$ cat config.mk
export PLATFORM = sky130hd
export DESIGN_NAME = length_prefixed_crc16_frame_builder_unit_flat
export DESIGN_NICKNAME = d
export VERILOG_FILES = /design/src/hdl/lpcf_pkg.sv /design/src/hdl/lpcf_if.sv /design/src/hdl/lpcf_front.sv /design/src/hdl/lpcf_fifo.sv /design/src/hdl/lpcf_back.sv /design/src/hdl/length_prefixed_crc16_frame_builder_unit.sv /design/src/flat_wrapper.sv
export VERILOG_INCLUDE_DIRS = /design/src /design/src/hdl
export SDC_FILE = /design/constraint.sdc
export NUM_CORES = 1
export LEC_CHECK = 0
export ABC_AREA = 0
export BUFFER_PORTS_ARGS = -buffer_cell sky130_fd_sc_hd__buf_2
export CORE_ASPECT_RATIO = 1.2
export CORE_UTILIZATION = 33
export DETAILED_ROUTE_END_ITERATION = 8
export PLACE_DENSITY_LB_ADDON = 0.12
export SLEW_MARGIN = 20
export SYNTH_ARGS = -nofsm -noshare
export SYNTH_HDL_FRONTEND = slang
export SYNTH_HIERARCHICAL = 1
export SYNTH_SLANG_ARGS = --single-unit
$ cat constraint.sdc
create_clock -name clk_i -period 4.1 [get_ports clk_i]
set_input_delay 0.205 -clock clk_i [delete_from_list [all_inputs] [get_ports clk_i]]
set_output_delay 0.205 -clock clk_i [all_outputs]
set_load 0.01 [all_outputs]
$ cat src/hdl/length_prefixed_crc16_frame_builder_unit_assert.svh
// assertion macros used by the frame builder back end
`ifndef LENGTH_PREFIXED_CRC16_FRAME_BUILDER_UNIT_ASSERT_SVH
`define LENGTH_PREFIXED_CRC16_FRAME_BUILDER_UNIT_ASSERT_SVH
`ifndef SYNTHESIS
// property must hold at every clock edge out of reset
`define LPCF_ASSERT(name, clk, rstn, prop) \
  name: assert property (@(posedge clk) disable iff (!rstn) prop) \
    else $error("lpcf assertion failed");
// condition must never be true out of reset
`define LPCF_ASSERT_NEVER(name, clk, rstn, cond) \
  name: assert property (@(posedge clk) disable iff (!rstn) !(cond)) \
    else $error("lpcf forbidden condition seen");
`else
`define LPCF_ASSERT(name, clk, rstn, prop)
`define LPCF_ASSERT_NEVER(name, clk, rstn, cond)
`endif
`endif

$ cat src/hdl/lpcf_pkg.sv
// shared types and constants of the frame builder
package lpcf_pkg;

  // field widths
  localparam int unsigned WordW   = 32;
  localparam int unsigned CntW    = 5;
  localparam int unsigned ByteW   = 8;
  localparam int unsigned CfgIdxW = 4;

  // defaults for top level parameters
  localparam int unsigned MaxPayloadWordsDef = 16;
  localparam int unsigned CmdDepthDef        = 2;

  // item opcodes
  typedef enum logic {
    OP_START   = 1'b0,
    OP_PAYLOAD = 1'b1
  } op_e;

  // configuration register indexes
  typedef enum logic [CfgIdxW-1:0] {
    REG_PROTOCOL_ID      = 4'd0,
    REG_PROTOCOL_VERSION = 4'd1
  } reg_e;

  // classified command kinds handed from front to back
  typedef enum logic [1:0] {
    CMD_START   = 2'd0,
    CMD_PAYLOAD = 2'd1,
    CMD_ERROR   = 2'd2
  } cmd_kind_e;

  typedef struct packed {
    cmd_kind_e         kind;
    logic [WordW-1:0]  data;   // msg id on start opcode, payload word on payload opcode
    logic [CntW-1:0]   count;  // saturated payload word count on start
    logic              last;   // crc follows this command
  } lpcf_cmd_t;

endpackage

$ cat src/hdl/lpcf_if.sv
// handshake channel interfaces of the frame builder
interface lpcf_item_if import lpcf_pkg::*; ();
  logic             valid;
  logic             ready;
  logic             opcode;
  logic [WordW-1:0] msg_id;
  logic [CntW-1:0]  payload_count;
  logic [WordW-1:0] payload_word;

  modport source (output valid, opcode, msg_id, payload_count, payload_word, input ready);
  modport sink   (input valid, opcode, msg_id, payload_count, payload_word, output ready);
endinterface

interface lpcf_result_if import lpcf_pkg::*; ();
  logic             valid;
  logic             ready;
  logic [ByteW-1:0] frame_byte;
  logic             frame_end;
  logic             seq_error;

  modport source (output valid, frame_byte, frame_end, seq_error, input ready);
  modport sink   (input valid, frame_byte, frame_end, seq_error, output ready);
endinterface

interface lpcf_cfg_if import lpcf_pkg::*; ();
  logic               valid;
  logic               ready;
  logic [CfgIdxW-1:0] index;
  logic [WordW-1:0]   data;

  modport source (output valid, index, data, input ready);
  modport sink   (input valid, index, data, output ready);
endinterface

$ cat src/hdl/lpcf_front.sv
// front end: accepts items, tracks frame sequencing, classifies into commands
module lpcf_front import lpcf_pkg::*; #(
  parameter int unsigned MaxPayloadWords = MaxPayloadWordsDef
) (
  input  logic             clk_i,
  input  logic             rst_ni,
  lpcf_item_if.sink        item_i,
  input  logic             full_i,
  output logic             push_o,
  output lpcf_cmd_t        cmd_o
);

  logic            frame_open_q, frame_open_d;
  logic [CntW-1:0] words_left_q, words_left_d;
  logic [CntW-1:0] cnt_sat;
  logic [CntW-1:0] left_dec;

  // accept whenever the command queue has room
  assign item_i.ready = !full_i;
  assign push_o       = item_i.valid && !full_i;

  // clamp requested payload length
  assign cnt_sat  = (int'(item_i.payload_count) > MaxPayloadWords) ?
                    CntW'(MaxPayloadWords) : item_i.payload_count;
  assign left_dec = (words_left_q != '0) ? words_left_q - 1'b1 : '0;

  // classify item and compute next sequencing state
  always_comb begin
    frame_open_d = frame_open_q;
    words_left_d = words_left_q;
    cmd_o.kind   = CMD_ERROR;
    cmd_o.data   = item_i.msg_id;
    cmd_o.count  = cnt_sat;
    cmd_o.last   = 1'b0;
    if (item_i.opcode == OP_START) begin
      if (!frame_open_q) begin
        cmd_o.kind   = CMD_START;
        cmd_o.last   = (cnt_sat == '0);
        frame_open_d = (cnt_sat != '0);
        words_left_d = cnt_sat;
      end
    end else begin
      cmd_o.data = item_i.payload_word;
      if (frame_open_q) begin
        cmd_o.kind   = CMD_PAYLOAD;
        cmd_o.last   = (left_dec == '0);
        frame_open_d = (left_dec != '0);
        words_left_d = left_dec;
      end
    end
  end

  // sequencing state, updated per accepted transaction
  always_ff @(posedge clk_i or negedge rst_ni) begin
    if (!rst_ni) begin
      frame_open_q <= 1'b0;
      words_left_q <= '0;
    end else if (push_o) begin
      frame_open_q <= frame_open_d;
      words_left_q <= words_left_d;
    end
  end

endmodule

$ cat src/hdl/lpcf_fifo.sv
// short command queue between front and back
module lpcf_fifo import lpcf_pkg::*; #(
  parameter int unsigned Depth = CmdDepthDef  // 2 or more
) (
  input  logic      clk_i,
  input  logic      rst_ni,
  input  logic      push_i,
  input  lpcf_cmd_t wdata_i,
  input  logic      pop_i,
  output logic      full_o,
  output logic      valid_o,
  output lpcf_cmd_t rdata_o
);

  localparam int unsigned PtrW = $clog2(Depth);
  localparam int unsigned CntFW = $clog2(Depth + 1);

  lpcf_cmd_t        mem_q [Depth];
  logic [PtrW-1:0]  wr_ptr_q, rd_ptr_q;
  logic [CntFW-1:0] count_q;

  assign full_o  = (count_q == CntFW'(Depth));
  assign valid_o = (count_q != '0);
  assign rdata_o = mem_q[rd_ptr_q];

  // storage
  always_ff @(posedge clk_i) begin
    if (push_i) begin
      mem_q[wr_ptr_q] <= wdata_i;
    end
  end

  // pointers and fill count
  always_ff @(posedge clk_i or negedge rst_ni) begin
    if (!rst_ni) begin
      wr_ptr_q <= '0;
      rd_ptr_q <= '0;
      count_q  <= '0;
    end else begin
      if (push_i) begin
        wr_ptr_q <= (wr_ptr_q == PtrW'(Depth - 1)) ? '0 : wr_ptr_q + 1'b1;
      end
      if (pop_i) begin
        rd_ptr_q <= (rd_ptr_q == PtrW'(Depth - 1)) ? '0 : rd_ptr_q + 1'b1;
      end
      if (push_i && !pop_i) begin
        count_q <= count_q + 1'b1;
      end else if (pop_i && !push_i) begin
        count_q <= count_q - 1'b1;
      end
    end
  end

endmodule

$ cat src/hdl/lpcf_back.sv
// back end: serializes commands into frame bytes and appends the crc
`include "length_prefixed_crc16_frame_builder_unit_assert.svh"
module lpcf_back import lpcf_pkg::*; (
  input  logic        clk_i,
  input  logic        rst_ni,
  lpcf_cfg_if.sink    cfg_i,
  input  logic        cmd_valid_i,
  input  lpcf_cmd_t   cmd_i,
  output logic        pop_o,
  lpcf_result_if.source result_o
);

  localparam int unsigned IdxW      = 5;
  localparam logic [IdxW-1:0] HdrBytes = 5'd16;
  localparam logic [IdxW-1:0] PldBytes = 5'd4;
  localparam logic [IdxW-1:0] IdxLast  = 5'd17;
  localparam logic [15:0] CrcInit  = 16'hFFFF;
  localparam logic [15:0] CrcPoly  = 16'h1021;
  localparam logic [WordW-1:0] LenBase = 32'd18;
  localparam logic [WordW-1:0] PidReset = 32'h0000_000C;
  localparam logic [WordW-1:0] VerReset = 32'h0000_000A;

  // msb-first crc-16 update over one byte
  function automatic logic [15:0] crc_step(input logic [15:0] crc, input logic [ByteW-1:0] b);
    logic [15:0] c;
    c = crc ^ {b, 8'h00};
    for (int k = 0; k < 8; k++) begin
      c = c[15] ? ((c << 1) ^ CrcPoly) : (c << 1);
    end
    return c;
  endfunction

  logic [WordW-1:0] pid_q, ver_q;
  logic [15:0]      crc_q, crc_d;
  logic [IdxW-1:0]  idx_q, idx_d;
  logic             out_valid_q;
  logic [ByteW-1:0] frame_byte_q, byte_d;
  logic             frame_end_q, end_d;
  logic             seq_error_q, err_d;
  logic             adv;
  logic             final_byte;
  logic             crc_lo;
  logic [IdxW-1:0]  data_bytes;
  logic [WordW-1:0] len_word;
  logic [WordW-1:0] cur_word;

  // configuration registers
  assign cfg_i.ready = 1'b1;
  always_ff @(posedge clk_i or negedge rst_ni) begin
    if (!rst_ni) begin
      pid_q <= PidReset;
      ver_q <= VerReset;
    end else if (cfg_i.valid) begin
      case (cfg_i.index)
        REG_PROTOCOL_ID:      pid_q <= cfg_i.data;
        REG_PROTOCOL_VERSION: ver_q <= cfg_i.data;
        default: ;
      endcase
    end
  end

  // step forward when a command waits and the output slot frees up
  assign adv   = cmd_valid_i && (!out_valid_q || result_o.ready);
  assign pop_o = adv && final_byte;

  assign len_word   = LenBase + {{(WordW - CntW - 2){1'b0}}, cmd_i.count, 2'b00};
  assign data_bytes = (cmd_i.kind == CMD_START) ? HdrBytes : PldBytes;

  // header word select
  always_comb begin
    cur_word = cmd_i.data;
    if (cmd_i.kind == CMD_START) begin
      case (idx_q[3:2])
        2'd0:    cur_word = len_word;
        2'd1:    cur_word = pid_q;
        2'd2:    cur_word = ver_q;
        default: cur_word = cmd_i.data;
      endcase
    end
  end

  // byte generation and crc tracking
  always_comb begin
    byte_d     = '0;
    end_d      = 1'b0;
    err_d      = 1'b0;
    final_byte = 1'b0;
    crc_lo     = 1'b0;
    crc_d      = crc_q;
    if (cmd_i.kind == CMD_ERROR) begin
      end_d      = 1'b1;
      err_d      = 1'b1;
      final_byte = 1'b1;
    end else if (idx_q < data_bytes) begin
      case (idx_q[1:0])
        2'd0:    byte_d = cur_word[31:24];
        2'd1:    byte_d = cur_word[23:16];
        2'd2:    byte_d = cur_word[15:8];
        default: byte_d = cur_word[7:0];
      endcase
      crc_d      = crc_step(crc_q, byte_d);
      final_byte = (idx_q == data_bytes - 1'b1) && !cmd_i.last;
    end else if (idx_q == data_bytes) begin
      byte_d = crc_q[15:8];
    end else begin
      byte_d     = crc_q[7:0];
      end_d      = 1'b1;
      final_byte = 1'b1;
      crc_lo     = 1'b1;
      crc_d      = CrcInit;
    end
    idx_d = final_byte ? '0 : idx_q + 1'b1;
  end

  // sequencer state and running crc
  always_ff @(posedge clk_i or negedge rst_ni) begin
    if (!rst_ni) begin
      idx_q <= '0;
      crc_q <= CrcInit;
    end else if (adv) begin
      idx_q <= idx_d;
      crc_q <= crc_d;
    end
  end

  // output register
  always_ff @(posedge clk_i or negedge rst_ni) begin
    if (!rst_ni) begin
      out_valid_q <= 1'b0;
    end else if (adv) begin
      out_valid_q <= 1'b1;
    end else if (result_o.ready) begin
      out_valid_q <= 1'b0;
    end
  end

  always_ff @(posedge clk_i) begin
    if (adv) begin
      frame_byte_q <= byte_d;
      frame_end_q  <= end_d;
      seq_error_q  <= err_d;
    end
  end

  assign result_o.valid      = out_valid_q;
  assign result_o.frame_byte = frame_byte_q;
  assign result_o.frame_end  = frame_end_q;
  assign result_o.seq_error  = seq_error_q;

  // checks
  `LPCF_ASSERT(a_err_ends_frame, clk_i, rst_ni, out_valid_q && seq_error_q |-> frame_end_q)
  `LPCF_ASSERT_NEVER(a_idx_range, clk_i, rst_ni, idx_q > IdxLast)
  `LPCF_ASSERT(a_err_at_idx0, clk_i, rst_ni, cmd_valid_i && cmd_i.kind == CMD_ERROR |-> idx_q == '0)
  `LPCF_ASSERT(a_crc_restart, clk_i, rst_ni, adv && crc_lo |=> crc_q == CrcInit)

endmodule

$ cat src/hdl/length_prefixed_crc16_frame_builder_unit.sv
// top level: front classifier, command queue and byte serializer with crc-16
// path: an item's command passes through the command queue, then the output byte register
// throughput: one frame byte per cycle while the sink is ready; bytes per command:
//   start 16 bytes (18 with zero count), payload word 4 (6 when last), error 1
// reset: async active low; clears queue and sequencing, crc to 0xFFFF, ids to 12/10
module length_prefixed_crc16_frame_builder_unit import lpcf_pkg::*; #(
  parameter int unsigned MaxPayloadWords = MaxPayloadWordsDef,
  parameter int unsigned CmdDepth        = CmdDepthDef
) (
  input  logic          clk_i,
  input  logic          rst_ni,
  lpcf_item_if.sink     item_i,
  lpcf_cfg_if.sink      cfg_i,
  lpcf_result_if.source result_o
);

  lpcf_cmd_t push_cmd, head_cmd;
  logic      push, pop, full, head_valid;

  // item classification
  lpcf_front #(
    .MaxPayloadWords(MaxPayloadWords)
  ) u_front (
    .clk_i  (clk_i),
    .rst_ni (rst_ni),
    .item_i (item_i),
    .full_i (full),
    .push_o (push),
    .cmd_o  (push_cmd)
  );

  // command queue
  lpcf_fifo #(
    .Depth(CmdDepth)
  ) u_fifo (
    .clk_i   (clk_i),
    .rst_ni  (rst_ni),
    .push_i  (push),
    .wdata_i (push_cmd),
    .pop_i   (pop),
    .full_o  (full),
    .valid_o (head_valid),
    .rdata_o (head_cmd)
  );

  // byte serializer
  lpcf_back u_back (
    .clk_i       (clk_i),
    .rst_ni      (rst_ni),
    .cfg_i       (cfg_i),
    .cmd_valid_i (head_valid),
    .cmd_i       (head_cmd),
    .pop_o       (pop),
    .result_o    (result_o)
  );

endmodule
$ cat src/flat_wrapper.sv
// flat-port wrapper written by rule: the top's interface ports become plain ports
module length_prefixed_crc16_frame_builder_unit_flat import lpcf_pkg::*;
#(
  parameter int unsigned MaxPayloadWords = MaxPayloadWordsDef,
  parameter int unsigned CmdDepth        = CmdDepthDef
)
  (clk_i, rst_ni, item_i_valid, item_i_opcode, item_i_msg_id, item_i_payload_count, item_i_payload_word, item_i_ready, cfg_i_valid, cfg_i_index, cfg_i_data, cfg_i_ready, result_o_valid, result_o_frame_byte, result_o_frame_end, result_o_seq_error, result_o_ready);
  lpcf_item_if item_i_i ();
  lpcf_cfg_if cfg_i_i ();
  lpcf_result_if result_o_i ();
  input  logic clk_i;
  input  logic rst_ni;
  input wire logic [$bits(item_i_i.valid)-1:0] item_i_valid;
  input wire logic [$bits(item_i_i.opcode)-1:0] item_i_opcode;
  input wire logic [$bits(item_i_i.msg_id)-1:0] item_i_msg_id;
  input wire logic [$bits(item_i_i.payload_count)-1:0] item_i_payload_count;
  input wire logic [$bits(item_i_i.payload_word)-1:0] item_i_payload_word;
  output wire logic [$bits(item_i_i.ready)-1:0] item_i_ready;
  input wire logic [$bits(cfg_i_i.valid)-1:0] cfg_i_valid;
  input wire logic [$bits(cfg_i_i.index)-1:0] cfg_i_index;
  input wire logic [$bits(cfg_i_i.data)-1:0] cfg_i_data;
  output wire logic [$bits(cfg_i_i.ready)-1:0] cfg_i_ready;
  output wire logic [$bits(result_o_i.valid)-1:0] result_o_valid;
  output wire logic [$bits(result_o_i.frame_byte)-1:0] result_o_frame_byte;
  output wire logic [$bits(result_o_i.frame_end)-1:0] result_o_frame_end;
  output wire logic [$bits(result_o_i.seq_error)-1:0] result_o_seq_error;
  input wire logic [$bits(result_o_i.ready)-1:0] result_o_ready;
  assign item_i_i.valid = item_i_valid;
  assign item_i_i.opcode = item_i_opcode;
  assign item_i_i.msg_id = item_i_msg_id;
  assign item_i_i.payload_count = item_i_payload_count;
  assign item_i_i.payload_word = item_i_payload_word;
  assign item_i_ready = item_i_i.ready;
  assign cfg_i_i.valid = cfg_i_valid;
  assign cfg_i_i.index = cfg_i_index;
  assign cfg_i_i.data = cfg_i_data;
  assign cfg_i_ready = cfg_i_i.ready;
  assign result_o_valid = result_o_i.valid;
  assign result_o_frame_byte = result_o_i.frame_byte;
  assign result_o_frame_end = result_o_i.frame_end;
  assign result_o_seq_error = result_o_i.seq_error;
  assign result_o_i.ready = result_o_ready;
  length_prefixed_crc16_frame_builder_unit #(.MaxPayloadWords(MaxPayloadWords), .CmdDepth(CmdDepth)) u_core (.clk_i(clk_i), .rst_ni(rst_ni), .item_i(item_i_i), .cfg_i(cfg_i_i), .result_o(result_o_i));
endmodule
==> metrics.cfg <==
[run_status]
status=completed

[worst_setup_path]
worstPathMaxFanout=10
worstSetupEndpointType=flop
max_stage_delay_ns=0.52
critPathKind=flop to flop
cpLargestDelayFamily=simple AND/OR/NAND/NOR gates
timing.critical_path.buf_inv=2
required_ns=4.46
cp-start-kind=flop
cp.arrival_ns=3.85
critical-path-slowest-cell=dfrtp_2
r2r_slack_ns=0.61
cp_cell_sequence=mux2_4, nor2_4, inv_2, ha_1, a21o_1, nor4_1, a21oi_1, o211ai_1, and2_1, inv_1, ha_1, xor2_1, nor2_1, xor2_1

[synth]
yosysSeqAreaShare_pct=55.0
synth_top_area_share_pct=29.0
synthesis.area_mm2=0.00933
netlist_top_cells_area=edfxtp_1 29%, dfrtp_1 20%, mux2_2 12%
yosysUniqueCellTypes=71
synth_cells=693
yosys.area.top_type=edfxtp_1
yosysWarningCount=6
synthArstFlopShare_pct=51.6
syn_nets=814
synth-main-ff-cell=edfxtp_1
syn-mean-instance-area_um2=13.5
synth-seq-cells=186
synth_edf_count=90

[global_routing]
grt_max_degree=64
grt_pass1_wl_mm=34.2
grt_usage_pct=15.8
antenna_found_initial=0
grt_pass1_vias=6126
overflow=0

[layout]
final_nets=948
regArea_mm2=0.00513
diodes=0
final_area_mm2=0.0111
syn2layout_area_growth_pct=18.5
multiInputGateArea_mm2=0.00389
fillers=2742
drive_above_1_share_pct=42.5

[power]
ir_worst_vdd_v=0.000285
power_density_mw_per_mm2=739
cellLeakagePower_nw=4.44
total_power_w=0.00817

[routing]
ant_nets=0
drc_errors=0
vias=5966
drtPass1Iterations=5
drt_iter0_drc=296
post_drt_via_cell_ratio=4.89
routed_wl_mm=21.9
drt-wirelength-per-cell_um=17.9

[floorplanning]
start_util_pct=33.5
ios=124
dieWidth_um=155
fp.dieArea_mm2=0.0289
coreArea_mm2=0.0278
fp.dieH_um=186
num_rows=67

[place]
hpwlAfterDp_mm=15.6
gp_congestion=0.820
place_area_mm2=0.0103
portBuffers=122

[clock_tree]
cts_tree=yes
clkTransAtPathRegs_ns=0.07
cts.path.max_buffers=2
clock_latency_ns=0.44
cts_setup_buffers=0
cts.sinks=186
cts.root.buffer_cell=clkbuf_16
h-tree-depth=4
cts_buffers=17

[worst_hold_path]
hold_path_class=input pin to flop

[timing]
period_needed_ns=3.49
slew_headroom_pct=34.2
tns_ns=0
drv_slew=0
worst_slew_pin_slew_ns=0.985
finalHoldViolCount=0
max_freq_mhz=287
skew_ns=0.0107
grt_setup_unrepaired=no
setup_viol=0
post-route-period-util_pct=85.0

[run]
cap_violations=0

==> final timing paths <==
kind                                           from                  endpoint  cells after the start
max                          u_core/u_fifo/rd_ptr_q  u_core/u_fifo/count_q[1]                     14
min                                  cfg_i_data[29]   u_core/u_back/pid_q[29]                      2
max reg2reg                  u_core/u_fifo/rd_ptr_q  u_core/u_fifo/count_q[1]                     14
min reg2reg                u_core/u_fifo/count_q[1]  u_core/u_fifo/count_q[1]                      1
max in group asynchronous                    rst_ni    u_core/u_back/pid_q[7]                      3
min in group asynchronous                    rst_ni    u_core/u_back/ver_q[2]                      2
==> registers in the layout, summed over array words and instances (netlist names) <==
signal                             cells
u_core/u_fifo/mem_q                   80
u_core/u_back/pid_q                   32
u_core/u_back/ver_q                   32
u_core/u_back/crc_q                   16
u_core/u_back/result_o.frame_byte      8
u_core/u_back/idx_q                    5
u_core/u_front/words_left_q            5
u_core/u_fifo/count_q                  2
u_core/u_back/result_o.frame_end       1
u_core/u_back/result_o.seq_error       1
u_core/u_back/result_o.valid           1
u_core/u_fifo/rd_ptr_q                 1
u_core/u_fifo/wr_ptr_q                 1
u_core/u_front/frame_open_q            1
==> synthesized netlist by cell type, types with 8 or more instances <==
library cell,count
mux2i_1,8
clkbuf_1,16
inv_1,16
a21oi_1,23
ha_1,10
a22oi_1,16
nand2b_1,8
dfstp_2,20
xnor2_1,16
nor2_1,43
xor2_1,9
a222oi_1,8
a211oi_1,8
dfrtp_1,76
nor3_1,9
mux2_4,39
nand2_1,19
o22ai_1,14
edfxtp_1,90
nor2b_1,9
mux2_2,99
buf_2,13
o21ai_0,18
==> where the power goes <==
group	leakage, nW	switching [W]	internal [W]
registers	1.98	0.000324	0.00265
logic	2.19	0.00195	0.00168
clock network	0.269	0.000770	0.000799
==> routing by layer <==
layer  wire [um]  global-route usage, %
met1        9800                   19.8
met2       10800                   26.7
met3         755                   3.24
met4         531                   6.39
met5           0                      0
==> cell type report <==
class	instances	share of cell area (%)
clock buffer	17	3.85
clock inverter	15	1.21
inverter	17	0.577
multi-input combinational	449	35.2
sequential	186	46.4
tap	379	4.29
timing repair buffer	156	8.42
==> timing repair <==
item | 4_1_cts | 5_1_grt
resized for setup | 0 | 0
endpoints found under the hold margin | 68 | 0
hold buffers | 17 | 0
==> cells in the final DEF, fill, tap and decap left out, types with 3 or more instances in the layout <==
cell	netlist	layout
a211oi_1	8	8
a21o_1	4	4
a21oi_1	23	23
a222oi_1	8	8
a22o_1	7	7
a22oi_1	16	16
a32o_1	3	3
and2_1	4	3
buf_2	13	121
buf_4	2	17
clkbuf_16	0	17
clkinv_4	0	3
dfrtp_1	76	75
dfstp_2	20	20
dlygate4sd3_1	0	17
edfxtp_1	90	90
ha_1	10	10
inv_1	16	16
inv_6	0	4
inv_8	0	3
mux2_2	99	99
mux2_4	39	39
mux2i_1	8	8
nand2_1	19	19
nand2b_1	8	8
nand3_1	5	5
nand3b_1	5	5
nor2_1	43	43
nor2b_1	9	8
nor3_1	9	9
nor4b_1	3	3
o211ai_1	3	3
o21ai_0	18	18
o22a_1	3	3
o22ai_1	14	14
or3_1	4	4
xnor2_1	16	16
xnor2_2	6	6
xor2_1	9	9
==> through the flow <==
stage	setup slack [ns]	cells	hold slack [ns]	util, %
6_report	0.613	1219	0.0186	39.7
4_1_cts	0.612	1219	0.0000643	39.7
5_1_grt	0.320	1219	0.00254	39.7
3_3_place_gp	0.665	1169	0.382	37.0
3_5_place_dp	0.644	1170	0.388	37.1
2_1_floorplan	0.737	693	-0.0906	-
==> logic make-up after synthesis <==
family                   after synthesis  share of synthesized area (%)
AO/OA/AOI/OAI                        135                           10.5
XOR/XNOR                              33                           3.74
adder cells (fa/ha/maj)               10                           1.34
buffers and inverters                 58                           3.45
flip-flops                           186                           55.0
multiplexers                         146                           19.1
other                                  1                         0.0402
AND/OR/NAND/NOR                      124                           6.88
(Power assumes the default switching activity.)
